## src/hw/rtl/ewph_pkg.sv

```systemverilog
// Package for the event word parser and histogrammer.
// Holds the shared codes, field widths and the queue item type.
// Used by every module of the block.
package ewph_pkg;

   localparam int WORD_W      = 32;
   localparam int BIN_INDEX_W = 18;
   localparam int RES_W       = 14;
   localparam int MODULE_W    = 8;
   localparam int CHANNEL_W   = 5;
   localparam int AMP_W       = 13;
   localparam int WORDS_W     = 10;
   localparam int BIN_COUNT_W = 32;

   typedef enum logic [2:0] {
      KIND_HEADER    = 3'd0,
      KIND_COUNTED   = 3'd1,
      KIND_UNCOUNTED = 3'd2,
      KIND_TERM      = 3'd3,
      KIND_READOUT   = 3'd4
   } kind_type;

   typedef enum logic [1:0] {
      PH_HEADER = 2'd0,
      PH_DATA   = 2'd1,
      PH_TERM   = 2'd2
   } phase_type;

   typedef struct packed {
      kind_type                 kind;
      logic                     header_error;
      logic                     range_error;
      logic [MODULE_W-1:0]      module_number;
      logic [CHANNEL_W-1:0]     channel_number;
      logic [AMP_W-1:0]         amplitude;
      logic [WORDS_W-1:0]       words_left;
      logic [BIN_INDEX_W-1:0]   bin_addr;
      logic                     out_of_range;
   } op_type;

endpackage

```

## src/hw/rtl/ewph_queue.sv

```systemverilog
// Two-entry queue between the parser and the histogram engine.
// Depends on ewph_pkg for the item type.
module ewph_queue import ewph_pkg::*; (
   input  logic   clock,
   input  logic   reset,
   input  logic   push,
   input  op_type push_op,
   output logic   full,
   input  logic   pop,
   output logic   head_valid,
   output op_type head_op
);

   op_type      entry_ff [2];
   logic        wr_ptr_ff;
   logic        rd_ptr_ff;
   logic [1:0]  count_ff;
   logic [1:0]  count_in;

   assign full       = (count_ff == 2'd2);
   assign head_valid = (count_ff != 2'd0);
   assign head_op    = entry_ff[rd_ptr_ff];
   assign count_in   = count_ff + {1'b0, push} - {1'b0, pop};

   always_ff @(posedge clock) begin
      if (reset) begin
         wr_ptr_ff <= 1'b0;
         rd_ptr_ff <= 1'b0;
         count_ff  <= 2'd0;
      end else begin
         if (push) begin
            wr_ptr_ff <= ~wr_ptr_ff;
         end
         if (pop) begin
            rd_ptr_ff <= ~rd_ptr_ff;
         end
         count_ff <= count_in;
      end
   end

   always_ff @(posedge clock) begin
      if (push) begin
         entry_ff[wr_ptr_ff] <= push_op;
      end
   end

   a_no_overflow: assert property (@(posedge clock) disable iff (reset)
      !(push && full))
      else $error("push into full queue");

   a_no_underflow: assert property (@(posedge clock) disable iff (reset)
      !(pop && !head_valid))
      else $error("pop from empty queue");

   a_count_bound: assert property (@(posedge clock) disable iff (reset)
      count_ff != 2'd3)
      else $error("queue count out of range");

endmodule

```

## config.mk

```make
export PLATFORM = sky130hd
export DESIGN_NAME = ewph_queue
export DESIGN_NICKNAME = d
export VERILOG_FILES = /design/src/hw/rtl/ewph_pkg.sv /design/src/hw/rtl/ewph_queue.sv
export SDC_FILE = /design/constraint.sdc
export NUM_CORES = 1
export LEC_CHECK = 0
export ABC_AREA = 1
export BUFFER_PORTS_ARGS = -buffer_cell sky130_fd_sc_hd__buf_2
export CAP_MARGIN = 25
export CORE_ASPECT_RATIO = 0.5
export CORE_MARGIN = 2
export CORE_UTILIZATION = 50
export DETAILED_ROUTE_END_ITERATION = 8
export PLACE_DENSITY_LB_ADDON = 0.15
export SYNTH_ARGS = -nofsm -noshare
export SYNTH_HDL_FRONTEND = slang
export SYNTH_SLANG_ARGS = --single-unit
```

## constraint.sdc

```tcl
create_clock -name clock -period 6.08 [get_ports clock]
set_input_delay 0.608 -clock clock [delete_from_list [all_inputs] [get_ports clock]]
set_output_delay 0.608 -clock clock [all_outputs]
set_load 0.05 [all_outputs]
```

# After elaboration in Yosys (flattened, before gate mapping)
# Memories as Yosys holds them, arrays and structs flattened. A register that Yosys moved wholly into a read port is not among the register bits.
# Cells that the tools add are included.
[totals]
reg_bits = 4
latchBits = 0
ram_bits = 120
rom_bits = 0
in_bits = 64
output_inout_bits = 62
wordCells = 14
memories = 1
[op_classes]
addsub = 2
multipliers = 0
div = 0
n_lt_le_gt_ge = 0
n_eq_ne = 1
shift = 0
mux = 4
bitwise_logic = 2
reduce_logical = 1
[mem_list]
columns = ["name", "words", "word_bits", "rd", "rd_ports_with_merged_regs", "wr", "line_no", "rtl"]
rows = [
  ["entry_ff", 2, 60, 1, 1, 1, "ewph_queue.sv:14", "op_type entry_ff [2];"],
]
[op_table]
columns = ["cell", "count"]
rows = [
  ["$mux 1", 4],
  ["$add 2x1->2", 1],
  ["$eq 2x2->1 const B", 1],
  ["$not 1->1", 2],
  ["$reduce_bool 2->1", 1],
  ["$sub 2x1->2", 1],
]

# Longest topological paths before layout
[depth]
depth_word = 3
depth_mapped = 9
mapped_depth_nobuf = 9

# Worst setup path after synthesis
# No wires, ideal clock.
[synth_timing]
path_type = "input port to flip-flop"
from = "in push"
to = "mem entry_ff[0][0] (netlist name) (enable)"
setup_ns = 0.480
arrival_ns = 3.165
required_time_ns = 5.600
path_slack_ns = 2.435
cell_stages = 2
path_buffers = 0
cell_sequence = "inv_1 nor2_1"
[synth_via]
elab_chain_len = 2
[synth_lines]
columns = ["item", "line_no", "rtl"]
rows = [
  ["from (decl)", "ewph_queue.sv:6", "input logic push,"],
  ["$mux 1", "ewph_queue.sv:42", "if (push) begin"],
  ["$mux 1 (implied by the code)", "ewph_queue.sv:43", "entry_ff[wr_ptr_ff] <= push_op;"],
  ["to (decl)", "ewph_queue.sv:14", ""],
]
# No other way between the ends.

==> metrics.md <==
| Metric | Value |
|---|---|
| Status | completed |
| WL per Instance | 15.66 um |
| Ports | 126 |
| Final std cells w/o fill | 506 |
| Top-area cell type share of the netlist area | 0.7415 |
| Final setup vio count | 0 |
| Die width | 143.4 um |
| Rel. slew slack | 0.3953 |
| Clk_lat worst skew | 400 ps |
| Post-Route WL | 7924 um |
| Syn nets | 284 |
| Setup bufs post-CTS | 0 |
| TritonRoute pass-1 iters | 4 |
| Htree depth | 4 |
| 1st-iter DRT viols | 126 |
| WP buf/inv | 2 |
| Post-Syn Instances | 218 |
| Synthesis-to-layout area growth | 26.18% |
| Nature of the critical path endpoint | output port |
| Placed Area | 5577 sq um |
| Peak Freq | 386.5 MHz |
| Clk_skew | 9.285 ps |
| Final max-slew violation count | 0 |
| Finished Cell Area | 6132 sq um |
| Share of cells above drive strength 1 | 0.5876 |
| Fin. Hold Viols | 0 |
| Max clock buf depth | 2 |
| Gr ovfl total | 0 |
| Maxcap violations | 0 |
| Most frequent cells in the layout | 125 x buf_2, 120 x edfxtp_1, 60 x mux2_4 |
| Synthesized flop and latch total | 125 |
| Max incr delay on CP | 690 ps |
| Resized Gates After CTS | 0 |
| Hpwl dp | 5154 um |
| CTS root buf | clkbuf_16 |
| DRC viols | 0 |
| Tmin final | 2588 ps |
| Synth area leaders | edfxtp_1 74%, mux2_4 19%, buf_12 2.5%, dfxtp_1 2.1%, inv_1 0.62% |
| Routability congestion estimate | 0.6887 |
| Worst vdd ir | 0.0002121 V |
| Crit-path cells | buf_16, mux2_4, buf_2 |
| CP delay by family, top | flip-flops |
| RSZ-0062 raised after global routing | false |
| Antenna Cells | 0 |
| CTS Sinks | 125 |
| Core footprint | 9447 sq um |
| Crit path arrival time | 1980 ps |
| Global-route wire length before repair | 11700 um |
| Area leader, netlist | edfxtp_1 |
| Row count | 25 |
| Worst-path clk slew | 60 ps |
| Fillers | 683 |
| Total negative slack | 0 ps |
| Req. time, crit path | 5470 ps |
| Crit start category | flip-flop |
| Hold Crit Class | input port to flip-flop |
| Cells after DPL | 474 |
| Crit path max fanout | 34 |
| Sequential fraction of the synthesis area | 0.7621 |
| Total track usage | 0.1557 |
| Detailed-route via count | 2389 |
| Largest net degree at the start of global routing | 56 |
| Yosys cell types | 13 |
| Commonest non-fill, non-tap cell in the layout | buf_2 |
| Final core occ | 0.6491 |
| Initial Util | 0.5144 |
| Die height | 73.71 um |
| Leak Pwr | 2.495 nW |
| Routed Antenna Nets | 0 |
| Slew @ Worst Pin | 905.0 ps |
| Cell Area, Synth | 4860 sq um |
| Area occupied by multi-input gates | 1002 sq um |
| Die area | 10570 sq um |
| Syn. warnings | 0 |
| Crit-path slowest cell | dfxtp_4 |
| CTS tree | yes |
| Pwr dens | 376.6 nW/um^2 |
| CTS Buf Count | 17 |
| Register area | 3707 sq um |
| # port buffers | 125 |
| Vias per inst | 4.721 |
| Synth Area per Inst | 22.29 sq um |
| NumNets Final | 424 |
| Crit share post-route | 0.4256 |
| Crit path kind | flip-flop to output port |
| Hold-fix buffers, CTS | 0 |
| Vias in the first global route | 2481 |
| Initial antenna violation count | 0 |
-- synthesized netlist by cell type (all sizes together) --
| library cell | count |
|---|---|
| edfxtp | 120 |
| mux2 | 60 |
| inv | 8 |
| buf | 7 |
| nor2 | 7 |
| dfxtp | 5 |
| nand2 | 5 |
| ha | 2 |
| a21oi | 1 |
| nand3 | 1 |
| nor3 | 1 |
| xnor2 | 1 |
-- report_power, final --
| part | internal, mW | switching, mW | leakage [nW] |
|---|---|---|---|
| Clock | 0.609 | 0.327 | 0.274 |
| Sequential | 0.999 | 0.0224 | 1.17 |
| Combinational | 0.119 | 0.234 | 1.05 |
-- final timing paths --
| check | start | endpoint | slack [ps] | cells past startpoint |
|---|---|---|---|---|
| worst max-delay path | flip-flop | head_op[29] | 3490 | 3 |
| worst max register to register | wr_ptr_ff | entry_ff[0][11] | 4140 | 2 |
| worst min register to register | rd_ptr_ff | rd_ptr_ff | 530 | 2 |
| worst min-delay path | push_op[30] | entry_ff[1][30] | 390 | 1 |
-- flip-flops by register name (all words and copies together), names as in the netlist, named ones only --
register,flops
rd_ptr_ff,1
entry_ff,120
wr_ptr_ff,1
count_ff,2
-- per-layer routing --
| layer | vias up | global-route usage | wire length (um) |
|---|---|---|---|
| li1 | 1121 | - | - |
| met1 | 1188 | 0.1762 | 3239 |
| met2 | 71 | 0.2561 | 4035 |
| met3 | 9 | 0.06845 | 529 |
| met4 | 0 | 0.07952 | 120 |
| met5 | - | 0 | 0 |
-- metrics by stage --
step | power [mW] | setup WS [ps] | hold WS [ps]
global route | 2.397 | 3406 | 374.8
global placement | 1.384 | 3728 | 494.7
finish | 2.310 | 3493 | 392.7
detailed placement | 1.396 | 3645 | 527.3
floorplan | 1.328 | 2435 | 479.9
CTS | 2.337 | 3439 | 376.4
-- layout make-up --
class,count,area share
clock buffer,23,0.07468
multi-input combinational,78,0.1634
inverter,8,0.004897
sequential,125,0.6046
tap,135,0.02755
timing repair buffer,128,0.1090
clock inverter,9,0.01592
-- cells by family after synthesis --
logic type,after synthesis,synth area share
AND/OR/NAND/NOR,14,0.01133
XOR/XNOR,1,0.001803
flip-flops,125,0.7621
AO/OA/AOI/OAI,1,0.001029
multiplexers,60,0.1854
adder cells (fa/ha/maj),2,0.005149
buffers and inverters,15,0.03321
(Power assumes the default switching activity.)
