--- src/hw/rtl/ewph_pkg.sv ---
// Package for the event word parser and histogrammer.
// Holds the shared codes, field widths and the queue item type.
// Used by every module of the block.
package ewph_pkg;

   localparam int WORD_W      = 32;
   localparam int BIN_INDEX_W = 18;
   localparam int RES_W       = 14;
   localparam int MODULE_W    = 8;
   localparam int CHANNEL_W   = 5;
   localparam int AMP_W       = 13;
   localparam int WORDS_W     = 10;
   localparam int BIN_COUNT_W = 32;

   typedef enum logic [2:0] {
      KIND_HEADER    = 3'd0,
      KIND_COUNTED   = 3'd1,
      KIND_UNCOUNTED = 3'd2,
      KIND_TERM      = 3'd3,
      KIND_READOUT   = 3'd4
   } kind_type;

   typedef enum logic [1:0] {
      PH_HEADER = 2'd0,
      PH_DATA   = 2'd1,
      PH_TERM   = 2'd2
   } phase_type;

   typedef struct packed {
      kind_type                 kind;
      logic                     header_error;
      logic                     range_error;
      logic [MODULE_W-1:0]      module_number;
      logic [CHANNEL_W-1:0]     channel_number;
      logic [AMP_W-1:0]         amplitude;
      logic [WORDS_W-1:0]       words_left;
      logic [BIN_INDEX_W-1:0]   bin_addr;
      logic                     out_of_range;
   } op_type;

endpackage

--- src/hw/rtl/ewph_parser.sv ---
// Front end: parses stream words, tracks event state, computes bin addresses.
// Holds the resolution register. Depends on ewph_pkg.
module ewph_parser import ewph_pkg::*; #(
   parameter int CHANNELS       = 32,
   parameter int MAX_RESOLUTION = 8192
) (
   input  logic                   clock,
   input  logic                   reset,
   input  logic                   accept,
   input  logic                   action,
   input  logic [WORD_W-1:0]      word,
   input  logic [BIN_INDEX_W-1:0] bin_index,
   input  logic                   csr_valid,
   input  logic [RES_W-1:0]       csr_data,
   output op_type                 op
);

   localparam int NBINS = CHANNELS * MAX_RESOLUTION;

   phase_type               phase_ff, phase_in;
   logic [WORDS_W-1:0]      remaining_ff, remaining_in;
   logic [MODULE_W-1:0]     module_ff, module_in;
   logic [RES_W-1:0]        resolution_ff;
   logic [RES_W-1:0]        res_eff;
   logic [CHANNEL_W-1:0]    ch;
   logic [AMP_W-1:0]        amp;
   logic                    match;
   logic                    bad;
   logic [BIN_INDEX_W:0]    idx;
   logic [WORDS_W-1:0]      hdr_count;

   assign res_eff = (resolution_ff > RES_W'(MAX_RESOLUTION)) ?
                    RES_W'(MAX_RESOLUTION) : resolution_ff;
   assign ch    = word[20:16];
   assign amp   = word[12:0];
   assign match = (word[31:28] == 4'b0001) || (word[31:23] == 9'b000001000);
   assign bad   = ({1'b0, amp} >= res_eff) ||
                  ({1'b0, ch} >= (CHANNEL_W+1)'(CHANNELS));
   assign idx   = (BIN_INDEX_W+1)'(ch) * (BIN_INDEX_W+1)'(res_eff) +
                  (BIN_INDEX_W+1)'(amp);
   assign hdr_count = word[9:0];

   always_ff @(posedge clock) begin
      if (reset) begin
         phase_ff      <= PH_HEADER;
         remaining_ff  <= '0;
         module_ff     <= '0;
         resolution_ff <= RES_W'(8192);
      end else begin
         if (accept) begin
            phase_ff     <= phase_in;
            remaining_ff <= remaining_in;
            module_ff    <= module_in;
         end
         if (csr_valid) begin
            resolution_ff <= csr_data;
         end
      end
   end

   always_comb begin
      logic do_header;
      logic do_data;
      do_header    = 1'b0;
      do_data      = 1'b0;
      phase_in     = phase_ff;
      remaining_in = remaining_ff;
      module_in    = module_ff;
      op           = '0;
      if (action) begin
         op.kind         = KIND_READOUT;
         op.bin_addr     = bin_index;
         op.out_of_range = ({1'b0, bin_index} >= (BIN_INDEX_W+1)'(NBINS));
      end else begin
         case (phase_ff)
            PH_DATA: begin
               if (remaining_ff != '0) begin
                  do_data = 1'b1;
               end else begin
                  do_header = 1'b1;
               end
            end
            PH_TERM: begin
               if (word[31:30] == 2'b11) begin
                  op.kind  = KIND_TERM;
                  phase_in = PH_HEADER;
               end else begin
                  do_header = 1'b1;
               end
            end
            default: begin
               do_header = 1'b1;
            end
         endcase
      end
      if (do_data) begin
         op.kind           = (match && !bad) ? KIND_COUNTED : KIND_UNCOUNTED;
         op.range_error    = bad;
         op.channel_number = ch;
         op.amplitude      = amp;
         op.bin_addr       = idx[BIN_INDEX_W-1:0];
         remaining_in      = remaining_ff - 1'b1;
         if (remaining_in == '0) begin
            phase_in = PH_TERM;
         end
      end
      if (do_header) begin
         op.kind         = KIND_HEADER;
         op.header_error = (word[31:30] != 2'b01);
         module_in       = word[23:16];
         remaining_in    = (hdr_count > WORDS_W'(1)) ? hdr_count - 1'b1 : '0;
         phase_in        = (remaining_in != '0) ? PH_DATA : PH_TERM;
      end
      op.module_number = module_in;
      op.words_left    = remaining_in;
   end

   a_term_to_header: assert property (@(posedge clock) disable iff (reset)
      (accept && op.kind == KIND_TERM) |=> (phase_ff == PH_HEADER))
      else $error("terminator did not return parser to header phase");

   a_data_has_words: assert property (@(posedge clock) disable iff (reset)
      (phase_ff == PH_DATA) |-> (remaining_ff != '0))
      else $error("data phase with no words left");

   a_counted_in_range: assert property (@(posedge clock) disable iff (reset)
      (accept && op.kind == KIND_COUNTED) |->
         ({1'b0, op.bin_addr} < (BIN_INDEX_W+1)'(NBINS)))
      else $error("counted word maps outside the histogram");

endmodule

--- config.mk ---
export PLATFORM = sky130hd
export DESIGN_NAME = ewph_parser
export DESIGN_NICKNAME = d
export VERILOG_FILES = /design/src/hw/rtl/ewph_pkg.sv /design/src/hw/rtl/ewph_parser.sv
export SDC_FILE = /design/constraint.sdc
export NUM_CORES = 1
export LEC_CHECK = 0
export BUFFER_PORTS_ARGS = -buffer_cell sky130_fd_sc_hd__clkbuf_2
export CAP_MARGIN = 20
export CORE_MARGIN = 8
export CORE_UTILIZATION = 56
export DETAILED_ROUTE_END_ITERATION = 10
export GPL_ROUTABILITY_DRIVEN = 1
export PLACE_DENSITY = 0.89
export SYNTH_ARGS = -nofsm -noshare
export SYNTH_HDL_FRONTEND = slang
export SYNTH_SLANG_ARGS = --single-unit
export TNS_END_PERCENT = 10
--- constraint.sdc ---
create_clock -name clock -period 4.5 [get_ports clock]
set_input_delay 0 -clock clock [delete_from_list [all_inputs] [get_ports clock]]
set_output_delay 0 -clock clock [all_outputs]
set_load 0.01 [all_outputs]
# [Yosys cells after proc, flatten, opt, wreduce, memory -nomap -nowiden]
# Cells that the tools add are included.
[word_totals] register_bits=34 input_bits=69 out_inout_bits=60 wordCells=52
[classes] add_sub_neg=3 mul=1 order_cmp=3 eq_ne=6 muxes=29 reduce_logical=6
[ops] op="two-way mux 18 bit" count=2
[ops] op="two-way mux 10 bit" count=3
[ops] op="two-way mux 2 bit" count=10
[ops] op="nonzero test 10 bit" count=2
[ops] op="subtractor 10 x 1 -> 10 bit, second input constant" count=2
[ops] op="two-way mux 19 bit" count=1
[ops] op="adder 18 x 13 -> 18 bit" count=1
[ops] op="multiplier 5 x 14 -> 18 bit" count=1
[ops] op="greater-or-equal comparator 13 x 14 -> 1 bit" count=1
[ops] op="> comparator 14 bit, second input constant" count=1
[ops] op="two-way mux 14 bit" count=1
[ops] op="> comparator 10 x 1 -> 1 bit, second input constant" count=1
[ops] op="zero test 10 bit" count=1
[ops] op="equality test 9 x 4 -> 1 bit, second input constant" count=1
[ops] op="two-way mux 8 bit" count=1
[ops] op="two-way mux 1 bit" count=7
[ops] op="two-way mux 3 bit" count=2
[ops] op="equality test 2 bit, second input constant" count=2
[ops] op="equality test 4 x 1 -> 1 bit, second input constant" count=1
[ops] op="two-way mux 4 bit" count=1
[ops] op="equality test 2 x 1 -> 1 bit, second input constant" count=1
[ops] op="!= test 2 x 1 -> 1 bit, second input constant" count=1
[ops] op="one-hot mux 1 bit (2 select lines)" count=1
[ops] op="logical AND 1 bit" count=1
[ops] op="other kinds (2)" count=2

# [Logic depth before layout (Yosys ltp)]
[depth] ltp_word=8 depth_mapped=18 depth_no_buf=18

# [Worst setup path before layout]
# OpenSTA, ideal clock, no wires.
[synth_path] kind="reg2out" startpoint="register resolution_ff[6]" endpoint="output port op[17] (netlist bit)" t_arrival_ps=4164 required_ps=4500 slack_ps=336 stages_incl_launch_ff=19 n_path_buf=0 cell_sequence="dfxtp_1 > nor4_1 > nand4_1 > nand2_1 > and2_1 > nand2_1 > fa_1 > inv_1 > ha_1 > inv_1 > fa_1 > inv_1 > fa_1 > a21oi_1 > o22ai_1 > a221o_1 > a221oi_1 > mux2i_1 > nand3_1"
[synth_rtl] item="start: declaration" line_no="ewph_parser.sv:23" rtl="logic [RES_W-1:0] resolution_ff;"
[synth_rtl] item="start signal: assignment" line_no="ewph_parser.sv:56" rtl="resolution_ff <= csr_data;"
[synth_rtl] item="end: declaration" line_no="ewph_parser.sv:15" rtl="output op_type op"

==> run summary <==
Walking the worst path, the cells encountered are nor4_4, nand4_1, nand2_2, and2_4, nand2_2, fa_1, fa_1, fa_1, inv_2, ha_4, a21oi_4, o22ai_2, a221o_1, a221oi_2, mux2i_1, nand3_1, clkbuf_2. Across the run, the number of max-cap violations was 0. By area the synthesized netlist is led by fa_1 18%, dfxtp_1 13%, ha_1 11%. Detailed routing inserted a total of 5420 vias.

The global-route total usage across every layer was 0.241; the routed wire length per instance was 16.4 um. Data arrives at the worst endpoint at 4650 ps. The sequential element share of the synthesized area is 0.126, and the instance count along the most critical hold path is 3. The initialized floorplan defines 36 standard-cell rows. The horizontal die dimension is 114 um, and the slew at the pin with the worst max-slew slack is 968 ps. The post-route core utilization is 0.695, and the relative slew slack is 0.355.

The checks that failed: setup timing. Most frequently used flop master after synthesis: dfxtp_1. The critical path in this run is classified as flop to output port. The clock tree synthesis step divided the H-tree into 2 levels. Number of global-route vias before repair: 5531. Buffers inserted during clock tree synthesis total 5. Setup violations remaining at the end of the flow were counted as 6. The post-DP HPWL was 12000 um; the core area was 9550 um2. The cell area after layout was 6630 um2.

Entering global routing, the biggest net connects 33 pins. The worst setup path is launched from a flop. TritonCTS built the clock tree. After synthesis the cells add up to 5400 um2. The run finished, with violations left. Dividing total power by cell area gives a power density of 176 nW/um2.

The analysis attributes to cell leakage a power of 3.23 nW. The minimum setup slack after placement is -106 ps. Of all nets on the critical path, the largest fanout is 8. The initial antenna violation count was 0. The number of instances in the synthesized netlist is 694, and the count of port buffers added during placement is 124.

The logs give 0 for the count of endpoints failing hold in the final timing report and 964 for the non-filler instance count after layout. The final-report max-slew violation count came out at 0. After clock tree synthesis, the clock-pin slew on the worst setup and hold paths is 70 ps. The tools report the Yosys warning count as 0.

The tools report the required time reported for the critical path endpoint as 4500 ps. For this run, the slowest stage of the critical path takes 550 ps. 0 antenna diodes ended up in the layout.

Library cell occupying the most area in the post-synthesis netlist: fa_1. The routed via count divided by cell count came out at 5.62. In the routed design, unresolved DRC markers number 0.

Total detailed-routing wirelength: 15800 um. The share of post-route cells with drive strength above 1 was 0.250; the number of top-level pins was 129. The tools report the net count after synthesis as 857. Global routing finished with a remaining overflow of 0. The floorplan step defined a die boundary enclosing 13000 um2. Adding up every negative setup slack in the final design gives -403 ps. Clock tree synthesis selected as its root buffer the cell clkbuf_8. The number of antenna-violating nets in the routed design was 0.

For this block, the initial DRC count from the detailed router was 399. At the end of routability-driven placement, the weighted congestion stood at 0.949. The smallest setup slack after layout is -155 ps, and the time the final worst path needs with I/O delays and setup is 4650 ps.

The global-route wire length before repair is 25700 um, and the top-area cell type share of the netlist area is 0.178. The placed instances occupy a cell area of 6230 um2. The tools report the first-pass iteration count of the detailed router as 5. The per-instance average area after synthesis is 7.78 um2. Setup repair after global routing could not meet its margin everywhere. The vertical die dimension is 114 um, and the maximum clock rate is 0.215 GHz.

The flip-flop and latch count after synthesis came out at 34. The final clock period utilization by the worst path is 1.03. The area growth from synthesis to layout was 22.8%. Yosys mapped a number of flops with a built-in enable equal to 0. For the worst vdd rail ir drop, the log shows 0.229 mV.

The worst hold path belongs to the class primary input to flop. The clock passes through at most 2 buffers. For this run, the post-layout net count is 993. The run gives 34 as the clock sink count. Counting tap cells, the placed design contains a total of 942 instances.

The worst register-to-register path has a depth of 8. The run gives 730 as the count of fill cells added during filler insertion. STA classifies the critical path endpoint as an output port. The later pin in the worst-skew pair is clocked with a latency of 300 ps.

The most frequent cell on the critical path is fa_1. On the critical path, the stage with the largest delay is an instance of fa_1. For the number of distinct library cells after synthesis, the log shows 61.

The worst clock skew was 8.57 ps; the effective utilization at floorplan was 0.566. The proportion of register bits with asynchronous set or reset after synthesis is 0.
per-layer routing:
metal,up-vias,wire length (um),global-route usage
met5,-,0,0
met4,0,453,0.101
met1,2517,6610,0.290
met2,255,7460,0.414
met3,43,1290,0.0422
li1,2605,-,-
cell usage in the layout (no fill, tap or decap), drive strengths merged, types with 5 or more instances in the layout:
master,netlist,final
and2,58,58
mux2,8,8
nor3b,5,5
nor3,16,16
fa,48,48
dfxtp,34,34
ha,46,46
and3,11,11
a21o,9,9
nand3,9,9
nand2,55,55
xnor2,18,18
buf,9,29
a22o,5,5
a21oi,26,26
nor2,59,59
a31oi,10,10
clkbuf,24,126
dlygate4sd3,0,13
inv,94,94
mux2i,19,19
nor4,9,9
xor2,8,8
nor2b,15,15
o21ai,31,31
path summary, 6_finish.rpt:
check,slack (ps),endpoint,startpoint
worst min-delay path,60,resolution_ff[7]$_SDFFE_PP0P_,csr_data[7]
worst max-delay path,-150,op[17],resolution_ff[12]$_SDFFE_PP0P_
worst min register to register,480,module_ff[3]$_SDFFE_PP0P_,module_ff[3]$_SDFFE_PP0P_
worst max register to register,1760,remaining_ff[4]$_SDFFE_PP0P_,remaining_ff[0]$_SDFFE_PP0P_
synthesized netlist by cell type, types with 5 or more instances:
| cell type | number |
|---|---|
| dfxtp_1 | 34 |
| nand2_1 | 55 |
| nor2b_1 | 15 |
| nor2_1 | 59 |
| nor3b_1 | 5 |
| xnor2_1 | 18 |
| nor4_1 | 7 |
| nand3_1 | 9 |
| nor3_1 | 16 |
| mux2_2 | 8 |
| o21ai_0 | 31 |
| clkbuf_1 | 24 |
| xor2_1 | 8 |
| a21o_1 | 9 |
| inv_1 | 94 |
| a21oi_1 | 26 |
| ha_1 | 46 |
| and3_1 | 11 |
| a31oi_1 | 10 |
| a22o_1 | 5 |
| fa_1 | 48 |
| and2_1 | 58 |
| mux2i_1 | 19 |
| buf_2 | 5 |
logic make-up (layout without fill, tap and decap cells):
group / Yosys count / in the layout / synth area share
compound gates: 123 / 123 / 0.149
xor+xnor: 26 / 26 / 0.0421
fa+ha+maj: 94 / 94 / 0.284
buf+inv: 127 / 264 / 0.0922
flops: 34 / 34 / 0.126
mux: 27 / 27 / 0.0519
other cells: 1 / 1 / 0.000694
simple gates: 262 / 262 / 0.254
where the power goes:
| part | total [mW] | internal, mW | switching (mW) |
|---|---|---|---|
| registers | 0.350 | 0.323 | 0.0269 |
| clock network | 0.228 | 0.109 | 0.119 |
| logic | 0.587 | 0.249 | 0.338 |
| total | 1.17 | 0.681 | 0.484 |
worst max-delay path: cells and delay by family, from the launching register on:
kind                     cells  cell delay [ps]
adder cells (fa/ha/maj)      4             1770
AND/OR/NAND/NOR              6              930
AO/OA/AOI/OAI                4              880
flip-flops                   1              360
multiplexers                 1              200
buffers and inverters        2              190
repair_timing:
item	in CTS	in global routing
setup endpoints to repair	10	9
buffers inserted	1	0
endpoints found under the hold margin	13	0
hold buffers	13	0
pin swaps	23	13
gates resized for setup	43	10
metrics by stage:
step                      power (mW)  hold WS [ps]
final                           1.17          57.5
after global routing            1.25          89.8
after CTS                       1.16          1.73
after detailed placement       0.893           246
after global placement         0.877           236
after floorplan                0.711          81.5
sequential cells by signal (all words and copies together), names as in the netlist:
signal	count
resolution_ff	14
phase_ff	2
remaining_ff	10
module_ff	8
layout make-up:
type / instances / area [um2] / share of cell area
multi-input combinational: 533 / 4400 / 0.664
clock inverter: 2 / 13.8 / 0.00208
inverter: 94 / 353 / 0.0532
timing repair buffer: 162 / 938 / 0.141
sequential: 34 / 684 / 0.103
tap: 133 / 166 / 0.0251
clock buffer: 6 / 72.6 / 0.0109
No activity file was read; power rests on OpenSTA's default activity.
